### config.mk
export PLATFORM = sky130hd
export DESIGN_NAME = wfc_cell
export DESIGN_NICKNAME = d
export VERILOG_FILES = /design/src/wfc_pkg.sv /design/src/wfc_cell.sv
export SDC_FILE = /design/constraint.sdc
export NUM_CORES = 1
export LEC_CHECK = 0
export BUFFER_PORTS_ARGS = -buffer_cell sky130_fd_sc_hd__buf_2
export CAP_MARGIN = 20
export CORE_ASPECT_RATIO = 0.8
export CORE_UTILIZATION = 35
export DETAILED_ROUTE_END_ITERATION = 8
export PLACE_DENSITY = 0.6
export SETUP_SLACK_MARGIN = 0.1
export SYNTH_ARGS = -nofsm -noshare
export SYNTH_HDL_FRONTEND = slang
export SYNTH_SLANG_ARGS = --single-unit
### constraint.sdc
create_clock -name aclk -period 7.25 [get_ports aclk]
set_clock_uncertainty 0.1 [all_clocks]
set_input_delay 0.3625 -clock aclk [delete_from_list [all_inputs] [get_ports aclk]]
set_output_delay 0.3625 -clock aclk [all_outputs]
set_load 0.01 [all_outputs]
### src/wfc_pkg.sv
// Shared types, constants and character helpers for the word frequency counter.
`default_nettype none
package wfc_pkg;

    localparam int MAX_WORD_COUNT = 16;
    localparam int MAX_WORD_LEN   = 32;
    localparam int SLOT_W         = 4;
    localparam int POS_W          = 5;
    localparam int LEN_W          = 6;
    localparam int CNT_W          = 16;
    localparam int DIST_W         = 5;

    localparam logic [7:0] APOS = 8'h27;

    localparam logic [1:0] ST_OK       = 2'd0;
    localparam logic [1:0] ST_TOO_MANY = 2'd1;
    localparam logic [1:0] ST_TOO_LONG = 2'd2;

    localparam logic KIND_WORD    = 1'b0;
    localparam logic KIND_SUMMARY = 1'b1;

    typedef struct packed {
        logic             append;
        logic             end_word;
        logic             commit_new;
        logic             clear;
        logic [7:0]       ch;
        logic [POS_W-1:0] pos;
        logic [LEN_W-1:0] wlen;
    } cell_cmd_t;

    typedef struct packed {
        logic              kind;
        logic [SLOT_W-1:0] slot;
        logic              is_new;
        logic [CNT_W-1:0]  occurrences;
        logic [LEN_W-1:0]  word_length;
        logic [DIST_W-1:0] distinct_total;
        logic [1:0]        status;
        logic              run_end;
    } res_t;

    function automatic logic is_alpha(input logic [7:0] c);
        return (c inside {[8'h41:8'h5A]}) || (c inside {[8'h61:8'h7A]});
    endfunction

    function automatic logic is_alnum(input logic [7:0] c);
        return is_alpha(c) || (c inside {[8'h30:8'h39]});
    endfunction

    function automatic logic [7:0] to_lower(input logic [7:0] c);
        return (c inside {[8'h41:8'h5A]}) ? (c + 8'h20) : c;
    endfunction

endpackage
`default_nettype wire

### src/wfc_cell.sv
// One table slot: stored word text, length, count and running match flag.
`default_nettype none
module wfc_cell (
    input  wire logic                    aclk,
    input  wire logic                    aresetn,
    input  wire wfc_pkg::cell_cmd_t      cmd,
    input  wire logic                    occ_in,
    output logic                         occ_out,
    output logic                         hit,
    output logic [wfc_pkg::CNT_W-1:0]    count
);
    import wfc_pkg::*;

    logic [7:0]       text_reg [MAX_WORD_LEN];
    logic [LEN_W-1:0] len_reg;
    logic [CNT_W-1:0] count_reg;
    logic             match_reg;
    logic             occupied;
    logic             free_slot;

    assign occupied  = (len_reg != '0);
    assign free_slot = occ_in && !occupied;
    assign occ_out   = occ_in && occupied;
    assign hit       = occupied && match_reg && (len_reg == cmd.wlen);
    assign count     = count_reg;

    always_ff @(posedge aclk) begin
        if (!aresetn) begin
            len_reg   <= '0;
            count_reg <= '0;
            match_reg <= 1'b0;
        end else if (cmd.clear) begin
            len_reg   <= '0;
            count_reg <= '0;
        end else begin
            if (cmd.append) begin
                match_reg <= ((cmd.pos == '0) || match_reg) && (text_reg[cmd.pos] == cmd.ch);
            end
            if (cmd.end_word && hit && (count_reg != '1)) begin
                count_reg <= count_reg + 1'b1;
            end
            if (cmd.end_word && cmd.commit_new && free_slot) begin
                len_reg   <= cmd.wlen;
                count_reg <= CNT_W'(1);
            end
        end
    end

    always_ff @(posedge aclk) begin
        if (cmd.append && free_slot) begin
            text_reg[cmd.pos] <= cmd.ch;
        end
    end

    a_hit_occupied: assert property (@(posedge aclk) disable iff (!aresetn)
        hit |-> occupied)
        else $error("hit on empty slot");
    a_empty_zero: assert property (@(posedge aclk) disable iff (!aresetn)
        !occupied |-> (count_reg == '0))
        else $error("empty slot holds a count");
    a_contiguous: assert property (@(posedge aclk) disable iff (!aresetn)
        occupied |-> occ_in)
        else $error("slot filled out of order");

endmodule
`default_nettype wire

==> results.py <==
metrics = {
    "synthesis": {
        "synth_ff_type": "edfxtp_1",
        "synth_area_leaders": "edfxtp_1 68%, mux2i_1 11%, dfxtp_1 4.1%, o22ai_1 3.5%, nor2_1 2.0%",
        "ys_warn_count": 0,
        "postSynth.asyncResetShare": 0,
        "synth_area_leader_cell": "edfxtp_1",
        "yosys.area.top_type_share": 0.6846,
        "syn-num-nets": 738,
        "yosys_register_bits": 279,
        "synthCells": 711,
        "netlist_area_sq_mm": 0.01123,
        "syn_area_per_cell_sq_um": 15.79,
        "synth_cell_types": 42,
        "seq_area_frac_synth": 0.7257,
        "synth_edf_count": 256,
    },
    "final_layout": {
        "mostFrequentLayoutCell": "edfxtp_1",
        "syn2layout_area_growth_pct": 13.98,
        "final_layout_size_suffix_gt1_frac": 0.1187,
        "largest_reg_flops": 256,
        "nFillCells": 2898,
        "most-common-layout-cells": "256 x edfxtp_1, 129 x mux2i_1, 62 x o22ai_1",
        "final-seq-area_sq_mm": 0.008148,
        "final_nets": 781,
        "multiInputGateArea_sq_mm": 0.002849,
    },
    "setup_path": {
        "required_ns": 7.61,
        "timing.rr.end": "text_reg[23][4]",
        "endpoint": "match_reg",
        "critPathLaunch": "cmd[6]",
        "r2r_cells": 6,
        "critPathMaxStageDelay_ns": 0.96,
        "endpoint_kind": "flip-flop",
        "slowest_stage": "buf_4",
        "cp.arrival_ns": 3.96,
        "crit_chain": "buf_6 -> buf_4 -> mux2i_1 -> o22ai_1 -> nor4_1 -> a21oi_1 -> nor4_1 -> nand4_1 -> a31oi_1",
        "reg2reg_from": "len_reg[0]",
        "crit_type": "in2reg",
        "r2r_slack_ns": 4.08,
        "start_kind": "primary input",
        "cpMostUsedCell": "nor4_1",
        "critPathMaxFanout": 69,
    },
    "power_and_ir_drop": {
        "leakage_nw": 4.348,
        "ir_worst_vdd_mv": 0.1725,
        "powerDensity_mw_per_mm2": 264.5,
    },
    "floorplan": {
        "start_util": 0.3565,
        "fp.dieH_um": 162.2,
        "core-area_sq_mm": 0.03150,
        "die_w_um": 202.3,
        "num_io_pins": 44,
        "rows": 58,
        "dieArea_sq_mm": 0.03280,
    },
    "global_routing": {
        "grt-ovfl-total": 0,
        "grt_pass1_wl_um": 40120,
        "antenna_found_initial": 3,
        "gr-usage-all-layers": 0.1646,
        "first_global_vias": 6160,
        "grt_start_max_net_pins": 70,
    },
    "timing": {
        "final_max_slew_viol_count": 0,
        "tns_ns": 0,
        "fin_crit_sh": 0.4956,
        "final.min_clock_period_ns": 3.593,
        "worstMarginPinSlew_ns": 1.091,
        "max_freq_mhz": 278.3,
        "rsz0062_at_grt": "false",
        "setup_ws_ns": 3.657,
        "setup_viol": 0,
        "timing.final.hold_violations": 0,
        "slew_headroom": 0.2725,
    },
    "route": {
        "wire_per_inst_um": 22.60,
        "drc": 0,
        "drtAntennaViolNets": 0,
        "drt_wl_total_um": 27060,
        "viasPerCell": 5.302,
        "drt_iter0_drc": 633,
        "dr.pass1.iters": 5,
        "vias": 6346,
    },
    "clock_network": {
        "clock-sinks": 279,
        "numCtsBuffers": 28,
        "clock-root-buffer": "clkbuf_16",
        "insertion_delay_ns": 0.54,
        "path_clk_slew_ns": 0.06,
        "htree_levels": 1,
        "cts_tree": "done",
        "clockBufferDepth": 3,
        "cts_setup_buffers": 0,
    },
    "placement": {
        "numPortBuffers": 43,
        "pre_cts_ws_ns": 3.232,
        "gp_congestion": 0.8802,
        "dp_hpwl_um": 16980,
    },
    "flow_run": {
        "maxCapViolCount": 0,
    },
    "status": {
        "status": "finished, final reports clean",
    },
    "hold_path": {
        "hp-class": "in2reg",
    },
}
-- worst min-delay path by stage --
stage | start | to | slack (ns) | depth (start not counted)
6_report | aresetn | match_reg | 0.05 | 3
5_1_grt | aresetn | match_reg | 0.04 | 3
4_1_cts | aresetn | match_reg | 0.005 | 3
3_5_place_dp | count[7] | count[7] | 0.41 | 2
3_3_place_gp | count[7] | count[7] | 0.38 | 2
2_1_floorplan | cmd[11] | text_reg[0][0] | 0.36 | 0
-- logic make-up after synthesis --
kind of cell,Yosys count,synth area share
DFF,279,0.7257
muxes,129,0.1150
and+or+nand+nor,154,0.07633
AOI/OAI and AO/OA,83,0.04569
xor gates and xnor gates,20,0.01560
adders and majority gates,1,0.001114
buffers and inverters,45,0.02061
-- final cells by class --
class	count	area share
repair buffers	52	0.02395
multi-input cells	387	0.2226
well taps	420	0.04106
clock buffers	41	0.06511
flip-flops and latches	279	0.6366
inverters	6	0.001760
diodes	2	0.0003910
clock inverters	10	0.008505
-- synth_stat cells, types with 2 or more instances --
cell type / count
and3_1: 9
nor4_1: 21
xnor2_1: 17
nand3_1: 8
dfxtp_1: 23
o22ai_1: 62
inv_1: 6
or4b_1: 3
nor3_1: 5
buf_4: 2
clkbuf_1: 7
edfxtp_1: 256
a21oi_1: 15
nand4bb_1: 6
buf_6: 3
o21ai_0: 2
or4_1: 2
o22ai_2: 2
mux2i_1: 129
xor2_1: 3
nor2_1: 60
nand2b_1: 2
nand4_1: 9
nand2_1: 12
nor2b_1: 3
nand4b_1: 4
buf_2: 25
-- critical path: cells and delay by family --
kind            cells  cell delay [ns]
simple gates        3             1.11
compound gates      3             0.50
buf+inv             2             1.59
mux                 1             0.29
-- where the power goes --
group	total (W)	switching [W]	internal, W
registers	0.00176	0.00000184	0.00176
logic	0.000157	0.000105	0.0000514
clock network	0.00147	0.000596	0.000870
total	0.00339	0.000703	0.00268
-- stage by stage --
| step | std cells | hold WS, ns | util | total power, W | instance area (sq um) |
|---|---|---|---|---|---|
| after floorplan | 711 | 0.3614 | - | 0.001889 | 11230 |
| after global placement | 1137 | 0.3783 | 0.3741 | 0.001948 | 11780 |
| after detailed placement | 1137 | 0.4056 | 0.3741 | 0.001950 | 11780 |
| after CTS | 1195 | 0.004839 | 0.4062 | 0.003408 | 12790 |
| after global routing | 1196 | 0.04335 | 0.4063 | 0.003482 | 12800 |
| final | 1197 | 0.05039 | 0.4064 | 0.003385 | 12800 |
-- what timing repair did --
action	4_1_cts	5_1_grt
hold buffers	7	0
endpoints found under the setup margin	0	0
hold endpoints to repair	7	0
resized for setup	0	0
-- layer usage --
metal / GRT usage / routed length (um)
met4: 0.02871 / 380
met2: 0.2386 / 11560
met5: 0 / 13
met3: 0.04133 / 2136
met1: 0.2499 / 12970
Note: power is estimated with default switching activity, not from simulation.
